===== config.mk =====
export PLATFORM = sky130hd
export DESIGN_NAME = scci_divider
export DESIGN_NICKNAME = d
export VERILOG_FILES = /design/src/scci_pkg.sv /design/src/scci_divider.sv
export SDC_FILE = /design/constraint.sdc
export NUM_CORES = 2
export LEC_CHECK = 0
export BUFFER_PORTS_ARGS = -buffer_cell sky130_fd_sc_hd__buf_2
export CORE_MARGIN = 1.5
export CORE_UTILIZATION = 30
export CTS_CLUSTER_DIAMETER = 120
export DETAILED_ROUTE_END_ITERATION = 8
export PLACE_DENSITY = 0.54
export SETUP_SLACK_MARGIN = 0.4
export SLEW_MARGIN = 20
export SYNTH_ARGS = -nofsm -noshare
export SYNTH_HDL_FRONTEND = slang
export SYNTH_SLANG_ARGS = --single-unit

===== constraint.sdc =====
create_clock -name clk -period 4 [get_ports clk]
set_input_delay 0.2 -clock clk [delete_from_list [all_inputs] [get_ports clk]]
set_output_delay 0.2 -clock clk [all_outputs]
set_load 0.005 [all_outputs]

===== src/scci_pkg.sv =====
// Shared types and fixed widths for the segment / circle intersection unit.
// Used by every module under src; depends on nothing.
package scci_pkg;

  localparam int COORD_BITS          = 16;
  localparam int RATIO_FRACTION_BITS = 16;

  localparam int DIFF_W = COORD_BITS + 1;             // coordinate difference
  localparam int PROD_W = 2 * DIFF_W;                 // one signed product
  localparam int LEN_W  = PROD_W;                     // |E-S|^2, unsigned
  localparam int DOT_W  = PROD_W + 1;                 // (C-S).(E-S), signed
  localparam int RAD_W  = COORD_BITS - 1;             // radius
  localparam int RSQ_W  = 2 * RAD_W;                  // radius squared
  localparam int PROJ_W = RATIO_FRACTION_BITS + 1;    // clamped t
  localparam int PX_W   = DIFF_W + PROJ_W + 1;        // (E-S) * t, signed
  localparam int DIST_W = COORD_BITS + RATIO_FRACTION_BITS + 2; // scaled C-P
  localparam int SQ_W   = 2 * DIST_W - 2;             // one squared component
  localparam int SUM_W  = SQ_W + 1;                   // squared distance
  localparam int RR_W   = RSQ_W + 2 * RATIO_FRACTION_BITS; // scaled r^2

  localparam logic [PROJ_W-1:0] T_ONE = PROJ_W'(1) << RATIO_FRACTION_BITS;

  typedef struct packed {
    logic signed [COORD_BITS-1:0] seg_start_x;
    logic signed [COORD_BITS-1:0] seg_start_y;
    logic signed [COORD_BITS-1:0] seg_end_x;
    logic signed [COORD_BITS-1:0] seg_end_y;
    logic signed [COORD_BITS-1:0] center_x;
    logic signed [COORD_BITS-1:0] center_y;
    logic        [RAD_W-1:0]      radius;
  } seg_query_t;

  typedef struct packed {
    logic              hit;
    logic [PROJ_W-1:0] projection;
    logic              degenerate;
  } seg_result_t;

  // Values that ride alongside the division ladder
  typedef struct packed {
    logic signed [DIFF_W-1:0] ac_x;
    logic signed [DIFF_W-1:0] ac_y;
    logic signed [DIFF_W-1:0] ab_x;
    logic signed [DIFF_W-1:0] ab_y;
    logic        [RSQ_W-1:0]  r2;
    logic                     degen;
  } side_t;

  typedef struct packed {
    side_t                   side;
    logic        [LEN_W-1:0] len2;
    logic signed [DOT_W-1:0] dot;
  } front_t;

  typedef struct packed {
    side_t             side;
    logic [PROJ_W-1:0] t;
  } divout_t;

endpackage


===== src/scci_divider.sv =====
// Clamp and restoring division ladder for t, one quotient bit per stage.
// Depends on scci_pkg.
module scci_divider (
  input  logic              clk,
  input  logic              rst,
  input  logic              en,
  input  logic              in_vld,
  input  scci_pkg::front_t  f,
  output logic              out_vld,
  output scci_pkg::divout_t d
);
  import scci_pkg::*;

  typedef enum logic [1:0] {T_ZERO, T_FULL, T_DIV} tmode_t;

  localparam int NSTEP = RATIO_FRACTION_BITS;

  logic                           vld_s  [0:NSTEP];
  tmode_t                         mode_s [0:NSTEP];
  side_t                          side_s [0:NSTEP];
  logic [LEN_W-1:0]               len_s  [0:NSTEP];
  logic [LEN_W-1:0]               rem_s  [0:NSTEP];
  logic [RATIO_FRACTION_BITS-1:0] q_s    [0:NSTEP];

  logic   dot_pos;
  tmode_t mode_in;

  assign dot_pos = !f.dot[DOT_W-1] && (f.dot != '0);

  always_comb begin
    if (f.side.degen || !dot_pos) begin
      mode_in = T_ZERO;
    end else if ($unsigned(f.dot) >= DOT_W'(f.len2)) begin
      mode_in = T_FULL;
    end else begin
      mode_in = T_DIV;
    end
  end

  // entry stage: classify
  always_ff @(posedge clk) begin
    if (rst) begin
      vld_s[0] <= 1'b0;
    end else if (en) begin
      vld_s[0] <= in_vld;
    end
    if (en) begin
      mode_s[0] <= mode_in;
      side_s[0] <= f.side;
      len_s[0]  <= f.len2;
      rem_s[0]  <= LEN_W'($unsigned(f.dot));
      q_s[0]    <= '0;
    end
  end

  for (genvar k = 1; k <= NSTEP; k++) begin : g_step
    logic [LEN_W:0]   rem2;
    logic             ge;
    logic [LEN_W:0]   diff;

    assign rem2 = {rem_s[k-1], 1'b0};
    assign ge   = rem2 >= {1'b0, len_s[k-1]};
    assign diff = rem2 - {1'b0, len_s[k-1]};

    always_ff @(posedge clk) begin
      if (rst) begin
        vld_s[k] <= 1'b0;
      end else if (en) begin
        vld_s[k] <= vld_s[k-1];
      end
      if (en) begin
        mode_s[k] <= mode_s[k-1];
        side_s[k] <= side_s[k-1];
        len_s[k]  <= len_s[k-1];
        rem_s[k]  <= ge ? diff[LEN_W-1:0] : rem2[LEN_W-1:0];
        q_s[k]    <= {q_s[k-1][RATIO_FRACTION_BITS-2:0], ge};
      end
    end
  end

  logic [PROJ_W-1:0] t_sel;

  always_comb begin
    case (mode_s[NSTEP])
      T_ZERO:  t_sel = '0;
      T_FULL:  t_sel = T_ONE;
      T_DIV:   t_sel = {1'b0, q_s[NSTEP]};
      default: t_sel = '0;
    endcase
  end

  always_ff @(posedge clk) begin
    if (rst) begin
      out_vld <= 1'b0;
    end else if (en) begin
      out_vld <= vld_s[NSTEP];
    end
    if (en) begin
      d.t    <= t_sel;
      d.side <= side_s[NSTEP];
    end
  end

  a_div_rem: assert property (@(posedge clk) disable iff (rst)
    vld_s[NSTEP] && (mode_s[NSTEP] == T_DIV) |-> rem_s[NSTEP] < len_s[NSTEP])
    else $error("division remainder not below divisor");

endmodule


==> results.sh <==
export IMPL_hold_violations=0
export IMPL_critPathKind="reg2reg"
export IMPL_cts_num_sinks=3075
export IMPL_dieArea_um2=431100
export IMPL_clkTransAtPathRegs_ns=0.06
export IMPL_ys_ff_latch=3075
export IMPL_antenna_found_initial=3
export IMPL_slew_headroom=0.2736
export IMPL_critPathMaxFanout=4
export IMPL_synth_async_reset_ratio=0
export IMPL_skew_ns=0.08964
export IMPL_rsz0062_at_grt="yes"
export IMPL_synth_cells=8510
export IMPL_avgRoutedWirePerCell_um=15.65
export IMPL_grt_pass1_wl_um=374600
export IMPL_hold_depth=3
export IMPL_ir_worst_vdd_mv=0.3585
export IMPL_synth_area_leaders="edfxtp_1, ha_1, a21oi_1"
export IMPL_synth_top_cell_by_area="edfxtp_1"
export IMPL_synth_ff_type="edfxtp_1"
export IMPL_cp_start_kind="flop"
export IMPL_post_route_drc_count=0
export IMPL_layout_drive_gt1_share=0.1438
export IMPL_dp_hpwl_um=163800
export IMPL_syn_to_final_growth_pct=20.23
export IMPL_synth_top_area_share=0.7203
export IMPL_via_per_inst=4.535
export IMPL_root_buffer="clkbuf_16"
export IMPL_synth_distinct_cells=100
export IMPL_endpoint_kind="flop"
export IMPL_io_buffers=288
export IMPL_placementRows=239
export IMPL_htree_levels=5
export IMPL_vias=70317
export IMPL_grt_usage=0.1057
export IMPL_dr_pass1_iters=8
export IMPL_io_pins=289
export IMPL_power_mw=107.4
export IMPL_syn_area_um2=128100
export IMPL_cp_arrival_ns=4.27
export IMPL_grt_pass1_vias=70527
export IMPL_stdcell_area_um2=154100
export IMPL_fmax_mhz=277.4
export IMPL_power_density_nw_per_um2=696.9
export IMPL_r2r_cells=12
export IMPL_grt_overflow=0
export IMPL_timing_final_crit_share=0.9014
export IMPL_max_cap_violations=0
export IMPL_postPlaceCellArea_um2=138200
export IMPL_ant_nets=0
export IMPL_ys_seq_area_frac=0.7205
export IMPL_worstHoldPathType="in2reg"
export IMPL_synth_nets=9274
export IMPL_die_h_um=656.6
export IMPL_numCtsBuffers=335
export IMPL_grt_max_degree=136
export IMPL_min_period_ns=3.605
export IMPL_avgSynthCellArea_um2=15.06
export IMPL_clk_path_buf_depth=4
export IMPL_ys_warn_count=0
export IMPL_drt_total_wl_um=242700
export IMPL_slew_violations=0
export IMPL_die_x_um=656.6
export IMPL_worstPathRequired_ns=4.66
export IMPL_setup_viol=0
export IMPL_nets=10328
export IMPL_clk_latency_ns=0.93
export IMPL_tightest_slew_ns=1.090
export IMPL_synth_edf_count=3074
export IMPL_place_congestion=0.9716
export IMPL_core_area_um2=424600
export IMPL_outcome="complete, no violations"
export IMPL_total_leakage_power_nw=58.07
export IMPL_drtIter0Drc=6280
export IMPL_start_util=0.3018
export IMPL_cts_tree="built"
-- routing by layer --
layer	global-route usage	wire length, um	vias up
met5	0	0	-
met4	0.05070	12310	0
met3	0.01958	10790	702
met2	0.1804	115300	1868
met1	0.1289	104200	33587
li1	-	-	34160
-- placed cells by master (no fill, tap or decap), types with 92 or more instances in the layout --
cell type      synthesis  layout
a21o_1               306     306
a21oi_1              548     538
buf_2                 30     287
buf_4                  7     202
clkbuf_16              0     343
dlygate4sd3_1          0     338
edfxtp_1            3074    3074
ha_1                 577     558
inv_1                696     694
mux2_2               170     170
nand2_1              449     449
nand3_1              141     139
nand4_1               92      92
nor2_1               383     382
o21ai_0              432     416
xnor2_1              238     238
xor2_1               184     184
-- sequential cells by signal (all words and copies together) (netlist names) --
| name | count |
|---|---|
| mode_s | 34 |
| side_s | 1683 |
| len_s | 544 |
| q_s | 136 |
| vld_s | 17 |
| rem_s | 544 |
| out_vld | 1 |
| d | 116 |
-- worst paths after layout --
| kind | startpoint | end | slack [ns] |
|---|---|---|---|
| min | in_vld | vld_s[0] | 0.14 |
| min reg2reg | side_s[2][72] | side_s[3][72] | 0.39 |
| max reg2reg | rem_s[0][279] | rem_s[0][335] | 0.39 |
| max | rem_s[0][279] | rem_s[0][335] | 0.39 |
-- what timing repair did --
| action | in CTS | in global routing |
|---|---|---|
| setup endpoints to repair | 251 | 339 |
| pin swaps | 13 | 52 |
| gates resized for setup | 55 | 128 |
| hold buffers | 338 | 0 |
| hold endpoints to repair | 282 | 0 |
| gates cloned | 4 | 7 |
| buffers inserted | 15 | 40 |
-- worst max-delay path, stage by stage, from the launching register on --
cell,delay (ns)
edfxtp_1,0.39
ha_1,0.26
or4_1,0.51
a21oi_1,0.13
nand3_1,0.12
nor4bb_1,0.17
buf_4,0.14
o21ai_0,0.19
o211ai_1,0.22
a211oi_1,0.70
o21ai_0,0.23
xnor2_1,0.17
o21ai_0,0.10
-- cells in the mapped netlist (59+ instances only) --
| library cell | count |
|---|---|
| o21a_1 | 66 |
| ha_1 | 577 |
| a31oi_1 | 59 |
| nand4_1 | 92 |
| nand2b_1 | 64 |
| a21oi_1 | 548 |
| nand2_1 | 449 |
| xnor2_1 | 238 |
| nand3_1 | 141 |
| nor3_1 | 79 |
| nor2_1 | 383 |
| a21o_1 | 306 |
| o21bai_1 | 66 |
| xor2_1 | 184 |
| mux2_2 | 170 |
| o21ai_0 | 432 |
| edfxtp_1 | 3074 |
| inv_1 | 696 |
| nor2b_1 | 73 |
| clkbuf_1 | 135 |
-- stage by stage --
| step | hold WS [ns] | TNS (ns) | worst slack (ns) | utilization | instances |
|---|---|---|---|---|---|
| final | 0.1395 | 0 | 0.3945 | 0.3628 | 15506 |
| after global placement | 0.3761 | -0.02221 | -0.02221 | 0.3255 | 14486 |
| after detailed placement | 0.3781 | -0.007095 | -0.007095 | 0.3255 | 14486 |
| after global routing | 0.04503 | 0 | 0.3367 | 0.3628 | 15505 |
| after floorplan | 0.2724 | 0 | 0.6350 | - | 8510 |
| after CTS | 0.01067 | 0 | 0.3633 | 0.3602 | 15457 |
-- power by group --
group	leakage, nW	internal, mW	switching (mW)
registers	30.1	41.8	2.32
logic	22.7	15.0	18.2
clock network	5.21	17.3	12.7
total	58.1	74.1	33.3
-- logic make-up (layout without fill, tap and decap cells) --
family / count (synthesis) / count (layout) / synth area share
other: 0 / 2 / 0
xor gates and xnor gates: 422 / 422 / 0.02884
DFF: 3075 / 3075 / 0.7205
AOI/OAI and AO/OA: 1829 / 1829 / 0.09047
adders and majority gates: 592 / 592 / 0.05868
and+or+nand+nor: 1508 / 1508 / 0.05619
muxes: 207 / 207 / 0.01895
buffers and inverters: 877 / 2208 / 0.02636
-- layout make-up --
cell class | count | area, um^2
clock inverter | 211 | 2168
antenna | 2 | 5.005
multi-input combinational | 4558 | 33430
fill | 39610 | 270600
tap | 5663 | 7086
inverter | 697 | 2616
sequential | 3075 | 92330
timing repair buffer | 897 | 7762
clock buffer | 403 | 8681
(Power assumes the default switching activity.)
