$ cat config.mk
export PLATFORM = sky130hd
export DESIGN_NAME = scci_front
export DESIGN_NICKNAME = d
export VERILOG_FILES = /design/src/scci_pkg.sv /design/src/scci_front.sv
export SDC_FILE = /design/constraint.sdc
export NUM_CORES = 2
export LEC_CHECK = 0
export ABC_CLOCK_PERIOD_IN_PS = 10300
export BUFFER_PORTS_ARGS = -buffer_cell sky130_fd_sc_hd__buf_2
export CELL_PAD_IN_SITES_DETAIL_PLACEMENT = 0
export CELL_PAD_IN_SITES_GLOBAL_PLACEMENT = 2
export CORE_MARGIN = 1
export CORE_UTILIZATION = 35
export DETAILED_ROUTE_END_ITERATION = 8
export GPL_TIMING_DRIVEN = 0
export PLACE_DENSITY = 0.79
export SETUP_SLACK_MARGIN = 0.02
export SLEW_MARGIN = 0
export SYNTH_ARGS = -nofsm -noshare
export SYNTH_HDL_FRONTEND = slang
export SYNTH_SLANG_ARGS = --single-unit
$ cat constraint.sdc
create_clock -name clk -period 10.3 [get_ports clk]
set_input_delay 2.06 -clock clk [delete_from_list [all_inputs] [get_ports clk]]
set_output_delay 2.06 -clock clk [all_outputs]
set_load 0.02 [all_outputs]
$ cat src/scci_pkg.sv
// Shared types and fixed widths for the segment / circle intersection unit.
// Used by every module under src; depends on nothing.
package scci_pkg;

  localparam int COORD_BITS          = 16;
  localparam int RATIO_FRACTION_BITS = 16;

  localparam int DIFF_W = COORD_BITS + 1;             // coordinate difference
  localparam int PROD_W = 2 * DIFF_W;                 // one signed product
  localparam int LEN_W  = PROD_W;                     // |E-S|^2, unsigned
  localparam int DOT_W  = PROD_W + 1;                 // (C-S).(E-S), signed
  localparam int RAD_W  = COORD_BITS - 1;             // radius
  localparam int RSQ_W  = 2 * RAD_W;                  // radius squared
  localparam int PROJ_W = RATIO_FRACTION_BITS + 1;    // clamped t
  localparam int PX_W   = DIFF_W + PROJ_W + 1;        // (E-S) * t, signed
  localparam int DIST_W = COORD_BITS + RATIO_FRACTION_BITS + 2; // scaled C-P
  localparam int SQ_W   = 2 * DIST_W - 2;             // one squared component
  localparam int SUM_W  = SQ_W + 1;                   // squared distance
  localparam int RR_W   = RSQ_W + 2 * RATIO_FRACTION_BITS; // scaled r^2

  localparam logic [PROJ_W-1:0] T_ONE = PROJ_W'(1) << RATIO_FRACTION_BITS;

  typedef struct packed {
    logic signed [COORD_BITS-1:0] seg_start_x;
    logic signed [COORD_BITS-1:0] seg_start_y;
    logic signed [COORD_BITS-1:0] seg_end_x;
    logic signed [COORD_BITS-1:0] seg_end_y;
    logic signed [COORD_BITS-1:0] center_x;
    logic signed [COORD_BITS-1:0] center_y;
    logic        [RAD_W-1:0]      radius;
  } seg_query_t;

  typedef struct packed {
    logic              hit;
    logic [PROJ_W-1:0] projection;
    logic              degenerate;
  } seg_result_t;

  // Values that ride alongside the division ladder
  typedef struct packed {
    logic signed [DIFF_W-1:0] ac_x;
    logic signed [DIFF_W-1:0] ac_y;
    logic signed [DIFF_W-1:0] ab_x;
    logic signed [DIFF_W-1:0] ab_y;
    logic        [RSQ_W-1:0]  r2;
    logic                     degen;
  } side_t;

  typedef struct packed {
    side_t                   side;
    logic        [LEN_W-1:0] len2;
    logic signed [DOT_W-1:0] dot;
  } front_t;

  typedef struct packed {
    side_t             side;
    logic [PROJ_W-1:0] t;
  } divout_t;

endpackage

$ cat src/scci_front.sv
// Front end: differences, products, and the length / dot sums (three stages).
// Depends on scci_pkg.
module scci_front (
  input  logic                clk,
  input  logic                rst,
  input  logic                en,
  input  logic                in_vld,
  input  scci_pkg::seg_query_t q,
  output logic                out_vld,
  output scci_pkg::front_t    f
);
  import scci_pkg::*;

  // stage 1
  logic                     vld1;
  logic signed [DIFF_W-1:0] ab_x1, ab_y1, ac_x1, ac_y1;
  logic        [RAD_W-1:0]  r1;
  logic                     degen1;
  // stage 2
  logic                     vld2;
  logic signed [PROD_W-1:0] sq_x2, sq_y2, pd_x2, pd_y2;
  logic        [RSQ_W-1:0]  r2_2;
  logic signed [DIFF_W-1:0] ab_x2, ab_y2, ac_x2, ac_y2;
  logic                     degen2;

  always_ff @(posedge clk) begin
    if (rst) begin
      vld1    <= 1'b0;
      vld2    <= 1'b0;
      out_vld <= 1'b0;
    end else if (en) begin
      vld1    <= in_vld;
      vld2    <= vld1;
      out_vld <= vld2;
    end
    if (en) begin
      ab_x1  <= DIFF_W'(q.seg_end_x) - DIFF_W'(q.seg_start_x);
      ab_y1  <= DIFF_W'(q.seg_end_y) - DIFF_W'(q.seg_start_y);
      ac_x1  <= DIFF_W'(q.center_x) - DIFF_W'(q.seg_start_x);
      ac_y1  <= DIFF_W'(q.center_y) - DIFF_W'(q.seg_start_y);
      r1     <= q.radius;
      degen1 <= (q.seg_end_x == q.seg_start_x) && (q.seg_end_y == q.seg_start_y);

      sq_x2  <= ab_x1 * ab_x1;
      sq_y2  <= ab_y1 * ab_y1;
      pd_x2  <= ac_x1 * ab_x1;
      pd_y2  <= ac_y1 * ab_y1;
      r2_2   <= r1 * r1;
      ab_x2  <= ab_x1;
      ab_y2  <= ab_y1;
      ac_x2  <= ac_x1;
      ac_y2  <= ac_y1;
      degen2 <= degen1;

      f.len2       <= LEN_W'($unsigned(sq_x2)) + LEN_W'($unsigned(sq_y2));
      f.dot        <= DOT_W'(pd_x2) + DOT_W'(pd_y2);
      f.side.ab_x  <= ab_x2;
      f.side.ab_y  <= ab_y2;
      f.side.ac_x  <= ac_x2;
      f.side.ac_y  <= ac_y2;
      f.side.r2    <= r2_2;
      f.side.degen <= degen2;
    end
  end

  a_degen_len: assert property (@(posedge clk) disable iff (rst)
    out_vld |-> (f.side.degen == (f.len2 == '0)))
    else $error("degenerate flag disagrees with zero segment length");

endmodule

==> run_results.csv <==
group,metric,value,unit
outcome,status,"finished, final reports clean",
yosys,yosys_warnings,0,
die,die_area,197000,µm²
timing,tightest_slew,1.09,ns
layout,layout.nets,8914,
grt,grt_max_degree,129,
clock_network,cts.clk_slew.worst_paths,0.06,ns
placement,gp_congestion,0.922,
clock_network,clockBufferDepth,3,
grt,grt_pass1_wl,296000,µm
yosys,syn_avg_cell_area,10.3,µm²
placement,dpl_cell_area,72900,µm²
flow_run,cap_violations,0,
routing,first_pass_iters,7,
layout,drive_gt1_share,6.27,%
routing,remaining_drc_errors,0,
clock_network,cts_hold_buf,0,
worst_setup_path,worst_r2r_path_depth,22,
timing,worst_slack,2.01,ns
worst_setup_path,crit_path_cell_trace,"clkbuf_1, clkbuf_1, nand2_1, fa_1, inv_1, fa_1, fa_1, fa_1, fa_1, inv_1, fa_1, inv_1, ha_1, nand2_1, a21oi_1, a221oi_1, a31oi_1, a2111oi_0, nor3_1, a21oi_1, o21ai_1, xnor2_1",
worst_setup_path,worst-setup-path-type,"register to register",
die,core-area,193000,µm²
layout,layout.cells.non_filler,9539,
yosys,ys.flop_type,"edfxtp_1",
die,boundaryPins,284,
placement,place_ws,2.04,ns
yosys,synth_area,68200,µm²
worst_setup_path,worst_setup_path_start_kind,"register",
layout,area.growth.synth_to_final,10.2,%
die,die_height,443,µm
clock_network,cts_setup_buffers,0,
layout,n_fill_cell,19200,
worst_setup_path,crit_path_max_incr_delay,0.83,ns
timing,setup_violations,0,
yosys,synth_compound_area_share,6.37,%
worst_setup_path,r2r_start,"ab_x1[5]",
clock_network,cts-root-buf,"clkbuf_16",
grt,grt_pass1_vias,48800,
worst_setup_path,cp-end-kind,"register",
worst_setup_path,reg2reg_slack,2.01,ns
clock_network,cts_tree,"yes",
worst_setup_path,crit_path_end,"pd_x2[33]",
timing,hold_ws,0.388,ns
die,num_rows,161,
placement,portBuffers,282,
clock_network,insertion_delay,0.71,ns
yosys,synth_fp_nets,8558,
routing,ant_nets,0,
hold_path,hp-class,"register to register",
clock_network,htree_num_levels,3,
routing,wl_per_cell,19.9,µm
yosys,ys_seq_elements,484,
timing,slew_headroom,27.1,%
timing,final_max_slew_viol_count,0,
layout,design_area,75100,µm²
yosys,synth_simple_gate_area_share,11.1,%
clock_network,cts_buffers,68,
worst_setup_path,r2r-end,"pd_x2[33]",
grt,antenna_found_initial,11,
worst_setup_path,crit_start,"ab_x1[5]",
timing,period_share,80.5,%
routing,routed_via_density,4.75,
placement,post-dp-hpwl,158000,µm
timing,max_freq,0.121,GHz
routing,first_iter_violations,2502,
clock_network,cts.sinks,484,
worst_setup_path,cp_data_arrival_time,8.74,ns
yosys,yosys.area_share.adder,47.8,%
yosys,syn_inst,6598,
clock_network,cts_resized,0,
grt,grt_use_total,19.9,%
worst_setup_path,critPathMaxFanout,10,
worst_setup_path,cpMostUsedCell,"fa_1",
timing,hold_violations,0,
routing,finalWirelength,190000,µm
timing,post-route-min-period,8.29,ns
yosys,yosys.area_share.xor_xnor,3.48,%
worst_setup_path,required,10.75,ns
yosys,synthMuxAreaShare,0.105,%
routing,vias,45300,
die,initial_core_util,35.3,%
timing,rsz0062_at_grt,"false",
timing,clock_skew,0.0444,ns
die,die_x,443,µm
yosys,synth-async-reset-ratio,0,%
placement,dp.cells,9410,
yosys,post_synth_num_cell_types,88,
yosys,synth_top_family_by_area,"adder cells",
grt,gr-total-overflow,0,
worst_setup_path,cp_slowest_cell,"clkbuf_1",
yosys,synth_edf_count,481,
yosys,yosysSeqAreaShare,21.3,%
through the flow:
step	setup TNS (ns)	util (%)
2_1_floorplan	0	-
3_3_place_gp	-203.99	37.7
3_5_place_dp	0	37.8
4_1_cts	0	38.9
5_1_grt	0	38.9
6_report	0	38.9
cell usage in the layout (no fill, tap or decap), drive strengths merged, types with 18 or more instances in the layout:
| master | n |
|---|---|
| a211oi | 24 |
| a21boi | 29 |
| a21o | 91 |
| a21oi | 159 |
| and2 | 434 |
| and3 | 25 |
| buf | 289 |
| clkbuf | 253 |
| clkinv | 32 |
| edfxtp | 481 |
| fa | 1265 |
| ha | 580 |
| inv | 1617 |
| nand2 | 552 |
| nand2b | 38 |
| nand3 | 52 |
| nand4 | 25 |
| nor2 | 277 |
| nor2b | 39 |
| nor3 | 70 |
| o21a | 48 |
| o21ai | 114 |
| o21bai | 18 |
| xnor2 | 220 |
| xor2 | 51 |
Yosys cell counts, types with 4 or more instances:
cell | count | area share [%]
and4_1 | 5 | 0.064
or2_2 | 11 | 0.10
a221o_1 | 4 | 0.059
edfxtp_1 | 481 | 21
o311ai_1 | 4 | 0.051
nor3_1 | 70 | 0.51
nand2b_1 | 37 | 0.34
nor4_1 | 5 | 0.046
o21a_1 | 48 | 0.53
a2111oi_0 | 4 | 0.051
a21boi_1 | 15 | 0.17
a21oi_1 | 158 | 1.2
and3_1 | 25 | 0.23
a31oi_1 | 13 | 0.12
o211ai_1 | 16 | 0.18
nand3_1 | 52 | 0.38
nor2_1 | 277 | 1.5
o21ai_0 | 92 | 0.68
o21ai_1 | 21 | 0.15
mux2i_1 | 6 | 0.088
a41oi_1 | 4 | 0.051
or3_1 | 16 | 0.15
inv_1 | 1613 | 8.9
a31o_2 | 15 | 0.19
o21bai_1 | 18 | 0.20
o2111ai_1 | 7 | 0.090
o41ai_1 | 6 | 0.077
xor2_1 | 51 | 0.66
a221oi_1 | 5 | 0.064
a21boi_0 | 14 | 0.15
clkbuf_1 | 173 | 0.95
a211oi_1 | 22 | 0.24
or4_1 | 4 | 0.044
o31ai_1 | 15 | 0.17
nor2b_1 | 39 | 0.36
xnor2_1 | 220 | 2.8
ha_1 | 580 | 11
nand2_1 | 552 | 3.0
o311ai_0 | 5 | 0.064
a21o_1 | 90 | 0.99
and2_1 | 433 | 4.0
fa_1 | 1265 | 37
nand4_1 | 25 | 0.23
o221ai_1 | 4 | 0.051
a2bb2oi_1 | 4 | 0.051
final cells by class:
class / count / area, µm² / area share [%]
tap: 2526 / 3160 / 4.21
multi-input combinational: 4322 / 46900 / 62.5
clock inverter: 41 / 432 / 0.575
timing repair buffer: 286 / 1530 / 2.04
clock buffer: 80 / 1790 / 2.38
sequential: 484 / 14500 / 19.3
inverter: 1616 / 6070 / 8.08
antenna: 8 / 20.0 / 0.0267
buffer: 176 / 664 / 0.885
sequential cells by signal, summed over array words and instances, names as in the netlist, 15 cells and up:
name and flops:
ac_x1 17, pd_x2 34, ac_y2 17, r2_2 29, ab_y1 17, ab_y2 16, sq_x2 33, ac_x2 17
sq_y2 33, ac_y1 17, ab_x2 16, ab_x1 17, r1 15, f 167, pd_y2 34
kinds of logic (layout without fill, tap and decap cells):
logic type / Yosys count / after routing
flops: 484 / 484
simple gates: 1560 / 1560
other cells: 1 / 9
fa+ha+maj: 1845 / 1845
xor+xnor: 271 / 271
mux: 7 / 7
buf+inv: 1792 / 2199
compound gates: 638 / 638
worst min path at each step:
stage / startpoint / to / cells after the start
floorplan: degen1 / degen2 / 0
global placement: ab_x2[5] / f[122] / 0
detailed placement: ab_x2[2] / f[119] / 0
CTS: ab_y2[7] / f[107] / 0
global route: ab_y2[13] / f[113] / 0
finish: ab_y2[7] / f[107] / 0
metal layers:
metal  share of wire [%]  global-route usage (%)  routed length [µm]
met5                   0                       0                   0
met4                 4.3                    7.79                8240
met3                 5.4                    3.26               10200
met2                  47                    32.5               89600
met1                  43                    26.3               81900
critical path: cells and delay by family (launching register included):
kind	cells	cell delay, ns
buf+inv	5	1.52
flops	1	0.51
compound gates	6	1.50
xor+xnor	1	0.13
simple gates	3	0.61
fa+ha+maj	7	3.74
Power is not shown: default switching activity piles up to over one toggle a cycle in this logic, so the estimate is an artifact.
